==> src/rtl/sphsub_fifo.sv <==
module sphsub_fifo #(
  parameter int WIDTH = 8
) (
  input  logic             clk,
  input  logic             rst,
  input  logic             push,
  input  logic [WIDTH-1:0] push_data,
  output logic             push_ready,
  input  logic             pop,
  output logic             pop_valid,
  output logic [WIDTH-1:0] pop_data
);

  logic [WIDTH-1:0] mem [2];
  logic             wp;
  logic             rp;
  logic [1:0]       count;
  logic             do_push;
  logic             do_pop;

  assign push_ready = (count != 2'd2);
  assign pop_valid  = (count != 2'd0);
  assign pop_data   = mem[rp];
  assign do_push    = push && push_ready;
  assign do_pop     = pop && pop_valid;

  always_ff @(posedge clk) begin
    if (do_push) begin
      mem[wp] <= push_data;
    end
  end

  always_ff @(posedge clk) begin
    if (rst) begin
      wp    <= 1'b0;
      rp    <= 1'b0;
      count <= 2'd0;
    end else begin
      if (do_push) begin
        wp <= ~wp;
      end
      if (do_pop) begin
        rp <= ~rp;
      end
      if (do_push && !do_pop) begin
        count <= count + 2'd1;
      end else if (do_pop && !do_push) begin
        count <= count - 2'd1;
      end
    end
  end

endmodule

==> config.mk <==
export PLATFORM = sky130hd
export DESIGN_NAME = sphsub_fifo
export DESIGN_NICKNAME = d
export VERILOG_FILES = /design/src/rtl/sphsub_fifo.sv
export SDC_FILE = /design/constraint.sdc
export NUM_CORES = 1
export LEC_CHECK = 0
export BUFFER_PORTS_ARGS = -buffer_cell sky130_fd_sc_hd__buf_2
export CAP_MARGIN = 15
export CORE_MARGIN = 3
export CORE_UTILIZATION = 55
export CTS_BUF_LIST = sky130_fd_sc_hd__clkbuf_4
export DETAILED_ROUTE_END_ITERATION = 7
export GPL_TIMING_DRIVEN = 0
export PLACE_DENSITY = 0.91
export SETUP_SLACK_MARGIN = 0.1
export SLEW_MARGIN = 20
export SYNTH_ARGS = -nofsm -noshare
export SYNTH_HDL_FRONTEND = slang
export SYNTH_SLANG_ARGS = --single-unit
export TNS_END_PERCENT = 1
==> constraint.sdc <==
create_clock -name clk -period 3.1 [get_ports clk]
set_input_delay 0.155 -clock clk [delete_from_list [all_inputs] [get_ports clk]]
set_output_delay 0.155 -clock clk [all_outputs]
set_load 0.05 [all_outputs]
# Yosys cells after proc, flatten, opt, wreduce, memory -nomap -nowiden
# Memory sizes are Yosys's and may differ from the RTL's. A register that Yosys moved wholly into a read port is not among the register bits.
# Cells that the tools add are included.
totals:
  regBits: 4
  mem_bits_rw: 16
  input_bits: 12
  wordCells: 23
  mem_count: 1
mem_list:
  columns: ["memory", "words", "width", "rd", "rd_ports_with_merged_regs", "wr", "line_no", "source"]
  rows:
  - ["mem", 2, 8, 1, 1, 1, "14", "logic [WIDTH-1:0] mem [2];"]
classes:
  addsub: 2
  n_eq_ne: 1
  muxes: 6
  n_bitwise: 2
  n_reduce_logical: 8
ops:
  columns: ["operator", "count"]
  rows:
  - ["logical AND 1 bit", 4]
  - ["two-way mux 1 bit", 4]
  - ["two-way mux 2 bit", 2]
  - ["nonzero test 2 bit", 2]
  - ["adder 2 x 1 -> 2 bit, second input constant", 1]
  - ["logical NOT 1 bit", 2]
  - ["!= test 2 bit, second input constant", 1]
  - ["inverter 1 bit", 2]
  - ["subtractor 2 x 1 -> 2 bit, second input constant", 1]

# Logic depth before layout (Yosys ltp)
logic_depth:
  ltp_word: 6
  ltp_mapped: 6

# Worst setup path before layout
# Ideal clock, no wire load.
synth_path:
  kind: "flip-flop to flip-flop"
  from: "reg count[0]"
  to: "reg count[1]"
  t_arrival_ns: 1.835
  required_time_ns: 3.030
  slack_ns: 1.195
  path_stages_with_launch: 6
  path_buffers: 0
  synth_period_minus_slack_ns: 1.905
  path_cell_list: "dfxtp_1 > nand2b_1 > and2_1 > ha_1 > or3_1 > a21oi_1"
synth_via:
  elab_chain_cells: 5
synth_lines:
  columns: ["element", "line_no", "source"]
  rows:
  - ["start: declaration", "17", "logic [1:0] count;"]
  - ["start signal: assignment", "46", "count <= count + 2'd1;"]
  - ["start signal: assignment", "48", "count <= count - 2'd1;"]
  - ["!= test 2 bit (*)", "21", "assign push_ready = (count != 2'd2);"]
  - ["net push_ready", "8", "output logic push_ready,"]
  - ["logical AND 1 bit (*)", "24", "assign do_push = push && push_ready;"]
  - ["net do_push", "18", "logic do_push;"]
  - ["logical NOT 1 bit", "47", "end else if (do_pop && !do_push) begin"]
  - ["logical AND 1 bit", "47", null]
  - ["nonzero test 2 bit (no line)", null, null]
# Mark *: on every way through the listed nets, which the timed path passes. The rest lies on a longest branch. The select of a mux whose other input is x is not followed.
# A chain may end at the register's enable or synchronous reset.

# Final worst setup path
layout_path:
  from: "reg count[0]"
  to: "reg count[1]"
layout_via:
  elab_chain_cells: 5
layout_lines:
  columns: ["element", "line_no"]
  rows:
  - ["!= test 2 bit (*)", "21"]
  - ["logical AND 1 bit (*)", "24"]
  - ["net do_push", "18"]
  - ["logical NOT 1 bit", "47"]
  - ["logical AND 1 bit", "47"]
  - ["nonzero test 2 bit (no line)", null]
# Marks and branches as above.

==> Implementation_results.wiki <==
{| class="wikitable"
! Metric !! Value
|-
| Proportion of synthesized chip area in sequential cells || 72.7%
|-
| Cell area after technology mapping || 798 um2
|-
| Clock slew at reported path FFs || 0.11 ns
|-
| Synth-to-layout area growth || 19.3%
|-
| Path type of the worst min-delay path || input pin to flop
|-
| Weighted congestion reported at the end of routability-driven placement || 0.711
|-
| Count of warnings emitted by yosys || 0
|-
| Gr usage total || 15.2%
|-
| Register bit count reported by yosys || 21
|-
| Slew of the pin with the lowest slew margin || 0.386 ns
|-
| Status || complete, no violations
|-
| Library cell with the largest summed area after synthesis || sky130_fd_sc_hd__edfxtp_1
|-
| Largest net degree at the start of global routing || 12
|-
| Instance area after placement || 922 um2
|-
| Number of placed instances, taps included || 85
|-
| Initial Utilization || 59.8%
|-
| Max-cap viol count || 0
|-
| Setup repair after global routing missed its margin || no
|-
| Area occupied by registers || 581 um2
|-
| Total power of the final layout || 0.890 mW
|-
| Pwr per Cell Area || 935 mW/mm2
|-
| Yosys top cell area share || 60.2%
|-
| Finish-stage setup viols || 0
|-
| DRC || 0
|-
| Required time of the worst setup path || 3.34 ns
|-
| Total leakage power || 0.387 nW
|-
| Synthesized netlist cell count || 49
|-
| CP arrival || 1.87 ns
|-
| Worst-case hold slack || 0.0375 ns
|-
| Number of DRC violations after detailed-routing iteration 0 || 7
|-
| Total negative setup slack || 0 ns
|-
| Post-Route WL || 1220 um
|-
| Post-Layout Cell Count || 89
|-
| Final worst path period share || 52.6%
|-
| Time the worst path needs with I/O delays and setup || 1.63 ns
|-
| Number of global-route vias before repair || 446
|-
| Cell variety after synth || 17
|-
| Peak Freq || 614 MHz
|-
| X dimension of the die || 44.1 um
|-
| Proportion of layout cells with a drive suffix above 1 || 48.6%
|-
| Ranking of synthesized cells by area || sky130_fd_sc_hd__edfxtp_1 60%, sky130_fd_sc_hd__dfxtp_1 13%, sky130_fd_sc_hd__mux2_2 11%
|-
| Core occupancy in the finished layout || 71.4%
|-
| Number of antenna-violating nets in the routed design || 0
|-
| Antenna violations before repair || 0
|-
| # resized after CTS || 0
|-
| WL per Instance || 13.7 um
|-
| Via density per instance || 5.12
|-
| Full die area || 0.00194 mm2
|-
| Area taken by multi-input logic gates || 209 um2
|-
| Count of buffers inserted at the top-level ports || 21
|-
| Setup Slack @ Placement || 1.49 ns
|-
| Crit path launch type || flop
|-
| Net Count, Synth || 62
|-
| Skew final || 0.00794 ns
|-
| First-pass GRT wire length || 1990 um
|-
| Top-level port count || 22
|-
| Crit-path max FO || 5
|-
| Critical Setup Path Class || flop to flop
|-
| Diodes inserted || 0
|-
| Number of clock sinks || 21
|-
| Layout Cell Area excl Fill || 952 um2
|-
| Max rail drop VDD || 0.000560 V
|-
| GRT Residual Overflow || 0
|-
| Hold_buf cts || 0
|-
| CTS Root Buffer Type || sky130_fd_sc_hd__clkbuf_4
|-
| Post-layout worst setup margin || 1.47 ns
|-
| CTS tree || done
|-
| Nets@finish || 88
|-
| Core box area || 0.00133 mm2
|-
| Number of buffers added by the clock tree synthesis step || 3
|-
| Number of endpoints with negative hold slack in the final report || 0
|-
| DRT Pass-1 Iters || 2
|-
| Setup fix buffers added after clock tree synthesis || 0
|-
| Fin. max-slew vios || 0
|-
| Post-Syn Area per Cell || 16.3 um2
|-
| Number of rows created at floorplan || 13
|-
| Relative slew slack || 74.3%
|-
| Fillers || 95
|-
| H-tree Lvls || 1
|-
| Post-DP HPWL || 889 um
|-
| CTS Buffer Depth || 2
|-
| Crit end category || flop
|-
| Die height || 44.1 um
|-
| Source-to-sink clock delay at the later pin of the worst-skew pair || 0.30 ns
|-
| Via total after detailed routing || 456
|}
## worst max-delay path, stage by stage, from the launching register on
cell,delay (ns)
sky130_fd_sc_hd__dfxtp_1,0.37
sky130_fd_sc_hd__nand2b_1,0.22
sky130_fd_sc_hd__and2_1,0.19
sky130_fd_sc_hd__ha_1,0.21
sky130_fd_sc_hd__xor2_1,0.16
sky130_fd_sc_hd__or3_1,0.31
sky130_fd_sc_hd__a21oi_1,0.13
## per-layer routing
layer,up-vias,part of all wire (%),GRT usage (%)
li1,229,-,-
met1,208,44,17.5
met2,15,47,24.4
met3,4,6.2,4.07
met4,0,2.8,10.8
met5,-,0,0
## power by group
group          switching [mW]  internal, mW
Combinational           0.260         0.115
Sequential             0.0223         0.357
Clock                  0.0766        0.0589
Total                   0.359         0.531
## registers in the layout (all words and copies together), names as in the netlist, named ones only
register and count:
rp 1, mem 16, wp 1, count 2
## cell usage after synthesis, drive strengths merged
library cell and n:
ha 1, and2 1, o21ai 2, mux2 8
a21bo 1, inv 1, or3 1, a21oi 2
nor2 3, buf 1, and3 1, xor2 3
dfxtp 5, nand3b 1, nand2b 1, edfxtp 16
or2 1
## area by class of cell
cell class | count | area share (%)
clock buffer | 4 | 3.15
sequential | 21 | 61.0
multi-input combinational | 26 | 21.9
buffer | 1 | 0.526
inverter | 1 | 0.394
timing repair buffer | 21 | 11.0
tap | 15 | 1.97
## path summary, 6_finish.rpt
| path | start | to | slack, ns | cells past startpoint |
|---|---|---|---|---|
| setup / recovery | count[0] | count[1] | 1.47 | 6 |
| hold / removal | push_data[1] | mem[1][1] | 0.04 | 1 |
| setup reg to reg | count[0] | count[1] | 1.47 | 6 |
| hold reg to reg | rp | rp | 0.52 | 2 |
## cell usage in the layout (no fill, tap or decap)
cell                       netlist  routed
sky130_fd_sc_hd__edfxtp_1       16      16
sky130_fd_sc_hd__buf_2           1      22
sky130_fd_sc_hd__clkbuf_4        0       4
sky130_fd_sc_hd__and2_1          1       1
sky130_fd_sc_hd__xor2_1          3       3
sky130_fd_sc_hd__or2_2           1       1
sky130_fd_sc_hd__and3_1          1       1
sky130_fd_sc_hd__nor2_1          3       3
sky130_fd_sc_hd__dfxtp_1         5       5
sky130_fd_sc_hd__a21oi_1         2       2
sky130_fd_sc_hd__o21ai_0         2       2
sky130_fd_sc_hd__nand3b_1        1       1
sky130_fd_sc_hd__nand2b_1        1       1
sky130_fd_sc_hd__or3_1           1       1
sky130_fd_sc_hd__ha_1            1       1
sky130_fd_sc_hd__inv_1           1       1
sky130_fd_sc_hd__mux2_2          8       8
sky130_fd_sc_hd__a21bo_2         1       1
## cell families after synthesis
logic type | share of synthesized area [%]
flip-flops | 72.7
AND/OR/NAND/NOR | 6.27
multiplexers | 11.3
AO/OA/AOI/OAI | 3.76
XOR/XNOR | 3.29
buffers and inverters | 1.10
adder cells (fa/ha/maj) | 1.57
No activity file was read; power rests on OpenSTA's default activity.
