<file path="config.mk">
export PLATFORM = sky130hd
export DESIGN_NAME = sphsub_front
export DESIGN_NICKNAME = d
export VERILOG_FILES = /design/src/rtl/sphsub_pkg.sv /design/src/rtl/sphsub_front.sv
export SDC_FILE = /design/constraint.sdc
export NUM_CORES = 1
export LEC_CHECK = 0
export BUFFER_PORTS_ARGS = -buffer_cell sky130_fd_sc_hd__buf_2
export CORE_AREA = 2 2 403 405
export CTS_CLUSTER_SIZE = 40
export DETAILED_ROUTE_END_ITERATION = 16
export DIE_AREA = 0 0 405 407
export SLEW_MARGIN = 40
export SYNTH_ARGS = -nofsm -noshare
export SYNTH_HDL_FRONTEND = slang
export SYNTH_SLANG_ARGS = --single-unit
</file>
<file path="constraint.sdc">
create_clock -name clk -period 8.42 [get_ports clk]
set_input_delay 1.263 -clock clk [delete_from_list [all_inputs] [get_ports clk]]
set_output_delay 1.263 -clock clk [all_outputs]
set_load 0.02 [all_outputs]
</file>
<file path="src/rtl/sphsub_pkg.sv">
package sphsub_pkg;

  // Status returned by the normalization unit.
  typedef struct packed {
    logic done;
    logic deg;
  } norm_stat_t;

  // 0.3333 in Q0.16, rounded down.
  localparam logic [14:0] THIRD_Q16 = 15'd21843;

  localparam int CFG_IDX_W = 8;
  localparam logic [CFG_IDX_W-1:0] CFG_CENTER_X = 8'd0;
  localparam logic [CFG_IDX_W-1:0] CFG_CENTER_Y = 8'd1;
  localparam logic [CFG_IDX_W-1:0] CFG_CENTER_Z = 8'd2;
  localparam logic [CFG_IDX_W-1:0] CFG_RADIUS   = 8'd3;

  localparam logic [1:0] LAST_CHILD = 2'd3;
  localparam logic [1:0] LAST_CORNER = 2'd2;

  // Vertex slot of corner j of child k. Slots 0..2 are the originals,
  // slots 3..5 the projected midpoints m01, m12, m20.
  function automatic logic [2:0] child_vert(input logic [1:0] k, input logic [1:0] j);
    logic [2:0] v;
    v = 3'd0;
    case (k)
      2'd0: v = (j == 2'd0) ? 3'd0 : ((j == 2'd1) ? 3'd3 : 3'd5);
      2'd1: v = (j == 2'd0) ? 3'd1 : ((j == 2'd1) ? 3'd3 : 3'd4);
      2'd2: v = (j == 2'd0) ? 3'd2 : ((j == 2'd1) ? 3'd4 : 3'd5);
      2'd3: v = (j == 2'd0) ? 3'd3 : ((j == 2'd1) ? 3'd4 : 3'd5);
      default: v = 3'd0;
    endcase
    return v;
  endfunction

endpackage

</file>
<file path="src/rtl/sphsub_front.sv">
module sphsub_front import sphsub_pkg::*; #(
  parameter int W = 32
) (
  input  logic                          clk,
  input  logic                          rst,
  input  logic                          in_valid,
  output logic                          in_ready,
  input  logic [9*W+23:0]               in_data,
  input  logic [W-1:0]                  center_x,
  input  logic [W-1:0]                  center_y,
  input  logic [W-1:0]                  center_z,
  output logic                          push,
  input  logic                          push_ready,
  output logic [9*W+24+9*(W+1)-1:0]     push_data
);

  localparam int IN_RAW = 9 * W + 24;

  logic              sv;
  logic [IN_RAW-1:0] sdata;
  logic [W-1:0]      cen [3];
  logic [W:0]        vsum;
  logic [W-1:0]      mid;
  logic [9*(W+1)-1:0] dl;

  assign cen[0]   = center_x;
  assign cen[1]   = center_y;
  assign cen[2]   = center_z;
  assign in_ready = !sv || push_ready;
  assign push     = sv;

  // Midpoint of each edge, floored, relative to the sphere center.
  always_comb begin
    dl   = '0;
    vsum = '0;
    mid  = '0;
    for (int i = 0; i < 3; i++) begin
      for (int j = 0; j < 3; j++) begin
        vsum = $signed({sdata[(3*i+j)*W+W-1], sdata[(3*i+j)*W +: W]})
             + $signed({sdata[(3*((i+1)%3)+j)*W+W-1], sdata[(3*((i+1)%3)+j)*W +: W]});
        mid  = vsum[W:1];
        dl[(3*i+j)*(W+1) +: (W+1)] = $signed({mid[W-1], mid}) - $signed({cen[j][W-1], cen[j]});
      end
    end
    push_data = {dl, sdata};
  end

  always_ff @(posedge clk) begin
    if (in_valid && in_ready) begin
      sdata <= in_data;
    end
  end

  always_ff @(posedge clk) begin
    if (rst) begin
      sv <= 1'b0;
    end else if (in_valid && in_ready) begin
      sv <= 1'b1;
    end else if (push_ready) begin
      sv <= 1'b0;
    end
  end

endmodule

</file>
# Yosys cells after proc, flatten, opt, wreduce, memory -nomap -nowiden
# Index checks and enable logic that the tools add are counted.
[totals]
reg_bits = 313
latchBits = 0
ram_bits = 0
mem_bits_ro = 0
input_bits = 412
mem_count = 0
[classes]
add_sub_neg = 18
mul = 0
div = 0
n_lt_le_gt_ge = 0
n_eq_ne = 0
n_shift = 0
mux = 2
bitwise = 0
n_reduce_logical = 4
[ops]
columns = ["cell", "count"]
rows = [
  ["$add 32x32->33", 9],
  ["$sub 32x32->33", 9],
  ["$mux 1", 2],
  ["$reduce_bool 2->1", 1],
  ["$logic_and 1x1->1", 1],
  ["$logic_not 1->1", 1],
  ["$logic_or 1x1->1", 1],
]

# Depth between registers and ports, before layout
# Gate-level depths: netlist of run 1.
[logic_depth]
ltp_word = 4
depth_mapped = 23
depth_no_buf = 23

# Least setup slack after synthesis of run 1
# Ideal clock, no wire load.
[synth_path]
path_kind = "input -> register"
start = "input port push_ready"
end = "register sdata[0] (enable)"
t_arrival_ns = 8.629
t_required_ns = 7.708
path_slack_ns = -0.922
stages = 2
path_cell_list = "nand2b_1 -> and2_1"
[synth_between]
elab_chain_len = 2
[synth_rtl]
columns = ["item", "line", "text"]
rows = [
  ["start: declaration", "sphsub_front.sv:13", "input logic push_ready,"],
  ["$logic_or 1x1->1", "sphsub_front.sv:29", "assign in_ready = !sv || push_ready;"],
  ["$logic_and 1x1->1", "sphsub_front.sv:49", "if (in_valid && in_ready) begin"],
  ["end signal: assignment", "sphsub_front.sv:50", "sdata <= in_data;"],
  ["end: declaration", "sphsub_front.sv:20", "logic [IN_RAW-1:0] sdata;"],
]
# Every way passes these cells.
# A chain may end at the register's enable or synchronous reset.

# Final worst setup path of run 1
[layout_path]
start = "register sdata[1]"
end = "output port push_data[540]"
[layout_between]
elab_chain_len = 2
[layout_rtl]
columns = ["item", "line", "text"]
rows = [
  ["$add 32x32->33", "sphsub_front.sv:40", "+ $signed({sdata[(3*((i+1)%3)+j)*W+W-1], sdata[(3*((i+1)%3)+j)*W +: W]});"],
  ["$sub 32x32->33", "sphsub_front.sv:42", "dl[(3*i+j)*(W+1) +: (W+1)] = $signed({mid[W-1], mid}) - $signed({cen[j][W-1], cen[j]});"],
  ["end: declaration", "sphsub_front.sv:14", "output logic [9*W+24+9*(W+1)-1:0] push_data"],
]
# Every way passes these cells.

==> flow_summary.html, run 1 <==
<table>
<tr><th>Metric</th><th>Value</th></tr>
<tr><th colspan="2">STA</th></tr>
<tr><td>Clock tree skew after final layout</td><td>0.0177 ns</td></tr>
<tr><td>Slew Viols, Final</td><td>0</td></tr>
<tr><td>Share of the cycle needed by the critical path after routing</td><td>94.3%</td></tr>
<tr><td>Achievable frequency</td><td>0.126 GHz</td></tr>
<tr><td>Total Negative Setup Slacks</td><td>0 ns</td></tr>
<tr><td>Crit path time final</td><td>7.94 ns</td></tr>
<tr><td>Transition at the pin with the smallest max-transition slack</td><td>0.923 ns</td></tr>
<tr><td>Worst slew margin relative to its limit</td><td>38.1%</td></tr>
<tr><td>Hold Violations, Final</td><td>0</td></tr>
<tr><td>Unrepaired setup endpoints after global routing</td><td>no</td></tr>
<tr><td>Final setup violation count</td><td>0</td></tr>
<tr><th colspan="2">Place</th></tr>
<tr><td>Detailed placement HPWL</td><td>156 mm</td></tr>
<tr><td>Port Buffers</td><td>1022</td></tr>
<tr><td>Weighted congestion at the end of routability-driven global placement</td><td>0.986</td></tr>
<tr><th colspan="2">Logic synthesis</th></tr>
<tr><td>Cell area after synthesis</td><td>0.0370 mm²</td></tr>
<tr><td>Synth warn</td><td>0</td></tr>
<tr><td>Main combinational cell family by area after synthesis</td><td>compound AO/OA/AOI/OAI gates</td></tr>
<tr><td>Post-Synthesis Net Count</td><td>5215</td></tr>
<tr><td>Top post-synthesis cells by count</td><td>567 x sky130_fd_sc_hd__ha_1, 463 x sky130_fd_sc_hd__a21oi_1, 349 x sky130_fd_sc_hd__xnor2_1, 312 x sky130_fd_sc_hd__edfxtp_1, 286 x sky130_fd_sc_hd__nor2_1</td></tr>
<tr><td>Number of synthesized flops with an enable pin</td><td>312</td></tr>
<tr><td>Synth async-reset ratio</td><td>0%</td></tr>
<tr><td>Proportion of synthesized area in mux cells</td><td>0.172%</td></tr>
<tr><td>Most frequent cell after synthesis</td><td>sky130_fd_sc_hd__ha_1</td></tr>
<tr><td>Sequential-to-total area share from yosys stat</td><td>25.4%</td></tr>
<tr><td>Most instantiated flip-flop cell in the synthesis netlist</td><td>sky130_fd_sc_hd__edfxtp_1</td></tr>
<tr><td>Post-synthesis xor/xnor area fraction</td><td>11.6%</td></tr>
<tr><td>Most area-hungry cell type in the Yosys netlist</td><td>sky130_fd_sc_hd__edfxtp_1</td></tr>
<tr><td>Compound-cell area share of the yosys netlist</td><td>25.9%</td></tr>
<tr><td>Biggest area contributors in the synthesized netlist</td><td>sky130_fd_sc_hd__edfxtp_1 25%, sky130_fd_sc_hd__ha_1 19%, sky130_fd_sc_hd__xnor2_1 8.3%, sky130_fd_sc_hd__a21oi_1 6.3%, sky130_fd_sc_hd__a21o_1 5.6%</td></tr>
<tr><td>Number of flip-flops and latches in the synthesized netlist</td><td>313</td></tr>
<tr><td>Yosys cell types</td><td>89</td></tr>
<tr><td>Synth Area in Simple Gates</td><td>13.7%</td></tr>
<tr><td>Mean Syn Cell Area</td><td>8.78 µm²</td></tr>
<tr><td>Adder-Cell Fraction of Synth Area</td><td>20.1%</td></tr>
<tr><td>Post-synthesis cell count</td><td>4218</td></tr>
<tr><td>Fraction of post-synthesis cell area in the top cell type by area</td><td>25.3%</td></tr>
<tr><th colspan="2">Critical path</th></tr>
<tr><td>End point of the critical path</td><td>push_data[540]</td></tr>
<tr><td>Largest driver fanout on the critical path</td><td>5</td></tr>
<tr><td>Register-to-register setup slack</td><td>5.96 ns</td></tr>
<tr><td>Cell depth of the worst setup path</td><td>22</td></tr>
<tr><td>Crit path required time</td><td>7.16 ns</td></tr>
<tr><td>Endpoint of the worst register-to-register path</td><td>sdata[253]</td></tr>
<tr><td>Startpoint of the most critical register-to-register path</td><td>push</td></tr>
<tr><td>Worst endpoint data arrival time</td><td>6.67 ns</td></tr>
<tr><td>Cell depth of the worst flop-to-flop path</td><td>5</td></tr>
<tr><td>Kind of launch point of the worst setup path</td><td>flop</td></tr>
<tr><td>Setup crit end kind</td><td>primary output</td></tr>
<tr><td>Cell with the largest stage delay on the worst path</td><td>sky130_fd_sc_hd__a2111oi_2</td></tr>
<tr><td>Cell type with the highest occurrence count on the critical path</td><td>sky130_fd_sc_hd__a21o_1</td></tr>
<tr><td>Max stage delay on crit path</td><td>0.69 ns</td></tr>
<tr><td>Crit Path Category</td><td>flop to primary output</td></tr>
<tr><td>Launch point of the worst path</td><td>sdata[1]</td></tr>
<tr><td>Worst-path cell chain</td><td>ha_1, a31o_2, a21oi_1, o21ai_1, a211oi_1, o21ai_0, a21o_1, a31oi_1, o21ai_0, xor2_1, ha_1, a21o_1, a21o_1, a21o_1, a21oi_1, o22ai_1, a41oi_1, a2111oi_0, a2111oi_2, o21bai_1, xor2_1, buf_2</td></tr>
<tr><td>Cell type group with the largest total delay on the critical path</td><td>compound AO/OA/AOI/OAI gates</td></tr>
<tr><td>WP buf/inv</td><td>1</td></tr>
<tr><th colspan="2">Clock network</th></tr>
<tr><td>Clock latency on the worst-skew pair</td><td>0.62 ns</td></tr>
<tr><td>Number of buffers created by CTS</td><td>41</td></tr>
<tr><td>Maximum clock insertion buffer count</td><td>3</td></tr>
<tr><td>Number of setup buffers added after CTS</td><td>0</td></tr>
<tr><td>Clk pin slew, worst setup/hold paths</td><td>0.06 ns</td></tr>
<tr><td>CTS Root Buffer Type</td><td>sky130_fd_sc_hd__clkbuf_16</td></tr>
<tr><td>Hold-fix buffer count after cts</td><td>0</td></tr>
<tr><td>H-tree Lvls</td><td>2</td></tr>
<tr><td>Resize count post-CTS</td><td>0</td></tr>
<tr><td>CTS tree</td><td>built</td></tr>
<tr><td>Number of clock sinks</td><td>313</td></tr>
<tr><th colspan="2">GRT</th></tr>
<tr><td>Global router's overall resource usage</td><td>20.5%</td></tr>
<tr><td>Grt met3 use</td><td>4.08%</td></tr>
<tr><td>Maximum number of pins on one net before global-route repair</td><td>141</td></tr>
<tr><td>Global-route wire length before repair</td><td>247 mm</td></tr>
<tr><td>Number of antenna violations at the first check in global routing</td><td>42</td></tr>
<tr><td>Vias in the first global route</td><td>35.8k</td></tr>
<tr><td>Routing usage on met2</td><td>34.2%</td></tr>
<tr><td>Total congestion overflow</td><td>0</td></tr>
<tr><td>Busiest metal layer after global routing</td><td>met2</td></tr>
<tr><td>Fraction of met1 tracks used by global routing</td><td>26.6%</td></tr>
<tr><th colspan="2">Layout</th></tr>
<tr><td>Layout cells sized above 1</td><td>22.3%</td></tr>
<tr><td>Share of the core filled with cells</td><td>28.9%</td></tr>
<tr><td>Signed area change from the synthesized netlist to the final layout</td><td>24.9%</td></tr>
<tr><td>Final nets</td><td>6247</td></tr>
<tr><th colspan="2">Pwr</th></tr>
<tr><td>Power consumption</td><td>11.5 mW</td></tr>
<tr><td>Total power density per cell area</td><td>248 mW/mm²</td></tr>
<tr><td>Worst IR drop on VDD</td><td>0.262 mV</td></tr>
<tr><td>Leakage power figure</td><td>21.4 nW</td></tr>
<tr><th colspan="2">Hold path</th></tr>
<tr><td>Start point of the worst min-delay path</td><td>push</td></tr>
<tr><td>Path type of the worst min-delay path</td><td>flop to flop</td></tr>
<tr><th colspan="2">Outcome</th></tr>
<tr><td>Outcome</td><td>complete, no violations</td></tr>
<tr><th colspan="2">Run</th></tr>
<tr><td>Max-cap violation count</td><td>0</td></tr>
<tr><th colspan="2">Route</th></tr>
<tr><td>Drt first-iter violations</td><td>2783</td></tr>
<tr><td>Average vias per placed instance</td><td>5.05</td></tr>
<tr><td>Residual DRC count</td><td>0</td></tr>
<tr><td>Number of nets with antenna violations after routing</td><td>0</td></tr>
<tr><td>Detailed Routing Iterations Pass 1</td><td>6</td></tr>
<tr><td>Total Wirelength</td><td>179 mm</td></tr>
<tr><td>Number of vias in the routed layout</td><td>37.6k</td></tr>
<tr><td>Average wire per standard cell</td><td>24.1 µm</td></tr>
<tr><th colspan="2">Die</th></tr>
<tr><td>Top-level I/O count</td><td>1023</td></tr>
<tr><td>Standard-cell rows</td><td>147</td></tr>
<tr><td>Die width</td><td>405 µm</td></tr>
<tr><td>Initial standard-cell utilization of the core</td><td>23.1%</td></tr>
<tr><td>Placeable core region</td><td>0.160 mm²</td></tr>
<tr><td>Die height</td><td>407 µm</td></tr>
<tr><td>Die area</td><td>0.165 mm²</td></tr>
</table>
## worst min path at each step
stage / endpoint / slack, ns / cells after the start
after global placement: push / 0.54 / 2
after floorplan: push / 0.73 / 2
after CTS: push / 0.58 / 2
after detailed placement: push / 0.55 / 2
after global routing: push / 0.62 / 2
final: push / 0.57 / 2
## power breakdown
group	internal, mW	switching, mW
Clock	1.11	0.776
Combinational	2.62	4.97
Sequential	1.83	0.157
## stage by stage
step	area, µm²	std cells	setup slack [ns]	hold slack (ns)
after CTS	46200	7439	0.419	0.577
after floorplan	37000	4218	2.27	0.729
after global placement	44800	7365	1.17	0.541
after global routing	46200	7444	0.0308	0.620
final	46300	7451	0.483	0.570
after detailed placement	44800	7365	1.17	0.554
## worst register-to-register path, cell delays in order (launching register included)
cell and delay [ns]:
sky130_fd_sc_hd__dfxtp_1 0.30, sky130_fd_sc_hd__nand2b_1 0.14, sky130_fd_sc_hd__and2_4 0.37, sky130_fd_sc_hd__buf_12 0.27, sky130_fd_sc_hd__buf_12 0.35, sky130_fd_sc_hd__buf_16 0.39
## registers in the layout (all words and copies together) (netlist names)
register,count
sdata,312
push,1
## cell usage in the layout, fill, tap and decap left out, types with 43 or more instances in the layout
cell type                   Yosys  routed
sky130_fd_sc_hd__inv_1        262     262
sky130_fd_sc_hd__a21o_1       274     274
sky130_fd_sc_hd__buf_2          0    1022
sky130_fd_sc_hd__ha_1         567     567
sky130_fd_sc_hd__nor2_1       286     286
sky130_fd_sc_hd__xnor2_1      349     349
sky130_fd_sc_hd__o21bai_1      72      72
sky130_fd_sc_hd__nor2b_1       72      72
sky130_fd_sc_hd__a21oi_1      463     463
sky130_fd_sc_hd__nand2b_1      68      68
sky130_fd_sc_hd__edfxtp_1     312     312
sky130_fd_sc_hd__o21ai_0      222     220
sky130_fd_sc_hd__nand2_1      244     244
sky130_fd_sc_hd__xor2_1       143     143
sky130_fd_sc_hd__nand4_1       54      54
sky130_fd_sc_hd__o21a_1        67      67
sky130_fd_sc_hd__clkbuf_16      0      43
sky130_fd_sc_hd__nor3_1        72      72
sky130_fd_sc_hd__nand3_1      102     102
sky130_fd_sc_hd__a31oi_1       61      60
sky130_fd_sc_hd__and3_1        45      45
## kinds of logic after synthesis
family                     after synthesis
AOI/OAI and AO/OA                     1471
xor gates and xnor gates               492
adders and majority gates              585
buffers and inverters                  307
DFF                                    313
muxes                                    6
and+or+nand+nor                       1044
## metal layers
metal,part of all wire [%],vias to the layer above
met5,0.087,-
met4,2.8,26
met3,6.6,215
met2,47,1399
met1,44,18100
li1,-,17900
## final cells by class
type / instances / area (µm²)
fill: 17100 / 114000
clock inverter: 22 / 267
multi-input combinational: 3598 / 26500
antenna: 10 / 25.0
sequential: 313 / 9390
inverter: 262 / 983
timing repair buffer: 1034 / 5260
clock buffer: 52 / 1130
tap: 2160 / 2700
Power figures use the tool's default switching activity.
==> inputs of run 2 (changes only) <==
--- a/config.mk
+++ b/config.mk
@@ -10,6 +10,7 @@
 export CTS_CLUSTER_SIZE = 40
 export DETAILED_ROUTE_END_ITERATION = 16
 export DIE_AREA = 0 0 405 407
+export PLACE_DENSITY = 0.53
 export SLEW_MARGIN = 40
 export SYNTH_ARGS = -nofsm -noshare
 export SYNTH_HDL_FRONTEND = slang
==> run 2 against run 1 <==
  * Global-route usage down 0.64 points
  * Via count down 0.50%
  * Clock skew up 0.0097 ns
  * Hold slack worse by 0.032 ns
  * Register-to-register slack worse by 0.10 ns
  * Core utilization about the same
==> flow_summary.html, run 2 (synthesis results as in run 1) <==
<table>
<tr><th>Metric</th><th>Value</th></tr>
<tr><th colspan="2">GRT</th></tr>
<tr><td>Number of antenna violations at the first check in global routing</td><td>15 (was 42)</td></tr>
<tr><td>Vias in the first global route</td><td>36.2k (was 35.8k)</td></tr>
<tr><td>Global-route wire length before repair</td><td>242 mm (was 247 mm)</td></tr>
<tr><td>Global router's overall resource usage</td><td>19.8% (was 20.5%)</td></tr>
<tr><td>Maximum number of pins on one net before global-route repair</td><td>121 (was 141)</td></tr>
<tr><td>Total congestion overflow</td><td>0 (unchanged)</td></tr>
<tr><th colspan="2">STA</th></tr>
<tr><td>Worst slew margin relative to its limit</td><td>42.0% (was 38.1%)</td></tr>
<tr><td>Total Negative Setup Slacks</td><td>0 ns (unchanged)</td></tr>
<tr><td>Worst Slack Setup Final</td><td>0.464 ns (was 0.483 ns)</td></tr>
<tr><td>Hold slack final</td><td>0.538 ns (was 0.570 ns)</td></tr>
<tr><td>Slew Viols, Final</td><td>0 (unchanged)</td></tr>
<tr><td>Hold Violations, Final</td><td>0 (unchanged)</td></tr>
<tr><td>Clock tree skew after final layout</td><td>0.0273 ns (was 0.0177 ns)</td></tr>
<tr><td>Unrepaired setup endpoints after global routing</td><td>no (unchanged)</td></tr>
<tr><td>Crit path time final</td><td>7.96 ns (was 7.94 ns)</td></tr>
<tr><td>Share of the cycle needed by the critical path after routing</td><td>94.5% (was 94.3%)</td></tr>
<tr><td>Final setup violation count</td><td>0 (unchanged)</td></tr>
<tr><td>Transition at the pin with the smallest max-transition slack</td><td>0.870 ns (was 0.923 ns)</td></tr>
<tr><td>Achievable frequency</td><td>0.126 GHz (about the same)</td></tr>
<tr><th colspan="2">Layout</th></tr>
<tr><td>Leading cell type in the layout, fill and taps excluded</td><td>sky130_fd_sc_hd__buf_2 (unchanged)</td></tr>
<tr><td>Footprint of the flip-flops and latches</td><td>0.00939 mm² (unchanged)</td></tr>
<tr><td>Signed area change from the synthesized netlist to the final layout</td><td>24.7% (was 24.9%)</td></tr>
<tr><td>Total area of multi-input combinational cells</td><td>0.0265 mm² (about the same)</td></tr>
<tr><td>Commonest cells after routing, fill and taps aside</td><td>1022 x sky130_fd_sc_hd__buf_2, 567 x sky130_fd_sc_hd__ha_1, 463 x sky130_fd_sc_hd__a21oi_1, 348 x sky130_fd_sc_hd__xnor2_1, 312 x sky130_fd_sc_hd__edfxtp_1 (was 1022 x sky130_fd_sc_hd__buf_2, 567 x sky130_fd_sc_hd__ha_1, 463 x sky130_fd_sc_hd__a21oi_1, 349 x sky130_fd_sc_hd__xnor2_1, 312 x sky130_fd_sc_hd__edfxtp_1)</td></tr>
<tr><td>Number of cells in the finished layout apart from fillers</td><td>7450 (was 7451)</td></tr>
<tr><td>Reg with most FFs</td><td>sdata (unchanged)</td></tr>
<tr><td>Largest register FFs</td><td>312 (unchanged)</td></tr>
<tr><td>Fillcell total</td><td>17.2k (was 17.1k)</td></tr>
<tr><td>Layout cells sized above 1</td><td>22.3% (unchanged)</td></tr>
<tr><td>Final nets</td><td>6246 (was 6247)</td></tr>
<tr><th colspan="2">Critical path</th></tr>
<tr><td>Cell with the largest stage delay on the worst path</td><td>sky130_fd_sc_hd__o311ai_1 (was sky130_fd_sc_hd__a2111oi_2)</td></tr>
<tr><td>Startpoint of the most critical register-to-register path</td><td>push (unchanged)</td></tr>
<tr><td>Crit path required time</td><td>7.16 ns (about the same)</td></tr>
<tr><td>Endpoint of the worst register-to-register path</td><td>sdata[161] (was sdata[253])</td></tr>
<tr><td>Largest driver fanout on the critical path</td><td>6 (was 5)</td></tr>
<tr><td>Setup crit end kind</td><td>primary output (unchanged)</td></tr>
<tr><td>Register-to-register setup slack</td><td>5.86 ns (was 5.96 ns)</td></tr>
<tr><td>Max stage delay on crit path</td><td>0.55 ns (was 0.69 ns)</td></tr>
<tr><td>Kind of launch point of the worst setup path</td><td>flop (unchanged)</td></tr>
<tr><td>End point of the critical path</td><td>push_data[443] (was push_data[540])</td></tr>
<tr><td>Crit Path Category</td><td>flop to primary output (unchanged)</td></tr>
<tr><td>Launch point of the worst path</td><td>sdata[97] (was sdata[1])</td></tr>
<tr><td>Cell depth of the worst flop-to-flop path</td><td>4 (was 5)</td></tr>
<tr><td>Worst-path cell chain</td><td>inv_1, fa_1, nor2b_1, o31a_1, nor2_1, o21a_1, o311ai_1, nand2_1, o21ai_1, a31oi_1, xnor2_1, ha_1, a21o_1, a21o_1, a21oi_1, nor3b_1, o311ai_1, a41oi_1, o21ai_1, nand2_1, a31o_2, buf_2 (was ha_1, a31o_2, a21oi_1, o21ai_1, a211oi_1, o21ai_0, a21o_1, a31oi_1, o21ai_0, xor2_1, ha_1, a21o_1, a21o_1, a21o_1, a21oi_1, o22ai_1, a41oi_1, a2111oi_0, a2111oi_2, o21bai_1, xor2_1, buf_2)</td></tr>
<tr><td>Worst endpoint data arrival time</td><td>6.69 ns (was 6.67 ns)</td></tr>
<tr><th colspan="2">Place</th></tr>
<tr><td>Placed instance count</td><td>7364 (was 7365)</td></tr>
<tr><td>Port Buffers</td><td>1022 (unchanged)</td></tr>
<tr><td>Detailed placement HPWL</td><td>152 mm (was 156 mm)</td></tr>
<tr><td>Weighted congestion at the end of routability-driven global placement</td><td>1.03 (was 0.986)</td></tr>
<tr><td>Worst slack at placement</td><td>1.32 ns (was 1.17 ns)</td></tr>
<tr><th colspan="2">Route</th></tr>
<tr><td>Number of vias in the routed layout</td><td>37.4k (was 37.6k)</td></tr>
<tr><td>Drt first-iter violations</td><td>2500 (was 2783)</td></tr>
<tr><td>Detailed Routing Iterations Pass 1</td><td>6 (unchanged)</td></tr>
<tr><td>Average wire per standard cell</td><td>23.4 µm (was 24.1 µm)</td></tr>
<tr><td>Total Wirelength</td><td>174 mm (was 179 mm)</td></tr>
<tr><td>Number of nets with antenna violations after routing</td><td>0 (unchanged)</td></tr>
<tr><td>Average vias per placed instance</td><td>5.03 (was 5.05)</td></tr>
<tr><td>Residual DRC count</td><td>0 (unchanged)</td></tr>
<tr><th colspan="2">Clock network</th></tr>
<tr><td>Number of setup buffers added after CTS</td><td>0 (unchanged)</td></tr>
<tr><td>CTS Root Buffer Type</td><td>sky130_fd_sc_hd__clkbuf_16 (unchanged)</td></tr>
<tr><td>Maximum clock insertion buffer count</td><td>3 (unchanged)</td></tr>
<tr><td>Clock latency on the worst-skew pair</td><td>0.66 ns (was 0.62 ns)</td></tr>
<tr><td>Hold-fix buffer count after cts</td><td>0 (unchanged)</td></tr>
<tr><td>CTS tree</td><td>built (unchanged)</td></tr>
<tr><td>H-tree Lvls</td><td>2 (unchanged)</td></tr>
<tr><td>Number of buffers created by CTS</td><td>43 (was 41)</td></tr>
<tr><td>Clk pin slew, worst setup/hold paths</td><td>0.06 ns (about the same)</td></tr>
<tr><td>Resize count post-CTS</td><td>0 (unchanged)</td></tr>
<tr><td>Number of clock sinks</td><td>313 (unchanged)</td></tr>
<tr><th colspan="2">Die</th></tr>
<tr><td>Die width</td><td>405 µm (unchanged)</td></tr>
<tr><td>Die height</td><td>407 µm (unchanged)</td></tr>
<tr><td>Top-level I/O count</td><td>1023 (unchanged)</td></tr>
<tr><td>Initial standard-cell utilization of the core</td><td>23.1% (unchanged)</td></tr>
<tr><td>Standard-cell rows</td><td>147 (unchanged)</td></tr>
<tr><td>Die area</td><td>0.165 mm² (unchanged)</td></tr>
<tr><td>Placeable core region</td><td>0.160 mm² (unchanged)</td></tr>
<tr><th colspan="2">Pwr</th></tr>
<tr><td>Total power density per cell area</td><td>248 mW/mm² (about the same)</td></tr>
<tr><td>Leakage power figure</td><td>21.4 nW (about the same)</td></tr>
<tr><td>Power consumption</td><td>11.5 mW (about the same)</td></tr>
<tr><td>Worst IR drop on VDD</td><td>0.217 mV (was 0.262 mV)</td></tr>
<tr><th colspan="2">Outcome</th></tr>
<tr><td>Outcome</td><td>complete, no violations (unchanged)</td></tr>
<tr><th colspan="2">Run</th></tr>
<tr><td>Max-cap violation count</td><td>0 (unchanged)</td></tr>
<tr><th colspan="2">Hold path</th></tr>
<tr><td>Path type of the worst min-delay path</td><td>flop to flop (unchanged)</td></tr>
</table>
run 2: cell type report:
class / instances / area share (%)
Inverter: 262 / 2.13
Clock inverter: 23 / 0.566
Clock buffer: 54 / 2.44
Tap cell: 2160 / 5.85
Sequential cell: 313 / 20.3
Multi-Input combinational cell: 3598 / 57.4
Timing Repair Buffer: 1031 / 11.3
Antenna cell: 9 / 0.0488
run 2: stage by stage:
stage | cell area (µm²) | utilization (%)
after floorplan | 37000 | -
after global placement | 44800 | 27.9
after detailed placement | 44800 | 27.9
after CTS | 46200 | 28.8
after global routing | 46200 | 28.8
final | 46200 | 28.8
run 2: routing by layer:
| layer | track usage, % | part of all wire, % | up-vias |
|---|---|---|---|
| li1 | - | - | 17800 |
| met4 | 7.14 | 3.6 | 4 |
| met3 | 2.96 | 5.8 | 228 |
| met2 | 35.5 | 50 | 1362 |
| met5 | 0 | 0.013 | - |
| met1 | 24.0 | 41 | 18000 |
run 2: worst min path at each step:
stage / start / endpoint / slack, ns / cells past startpoint
after floorplan: push / push / 0.73 / 2
after global placement: push / push / 0.53 / 2
after detailed placement: push / push / 0.53 / 2
after CTS: push / push / 0.54 / 2
after global routing: push / push / 0.57 / 2
final: push / push / 0.54 / 2
run 2: power breakdown:
part | internal [mW] | switching (mW) | total [mW]
Combinational | 2.62 | 5.03 | 7.65
Clock | 1.03 | 0.819 | 1.85
Sequential | 1.83 | 0.137 | 1.97
Total | 5.49 | 5.99 | 11.5
run 2: worst max-delay path, delay by kind of cell (launching register included):
| kind | cells | cell delay [ns] |
|---|---|---|
| compound gates | 12 | 3.43 |
| fa+ha+maj | 2 | 0.84 |
| flops | 1 | 0.42 |
| xor+xnor | 1 | 0.22 |
| buf+inv | 2 | 0.27 |
| simple gates | 5 | 0.83 |
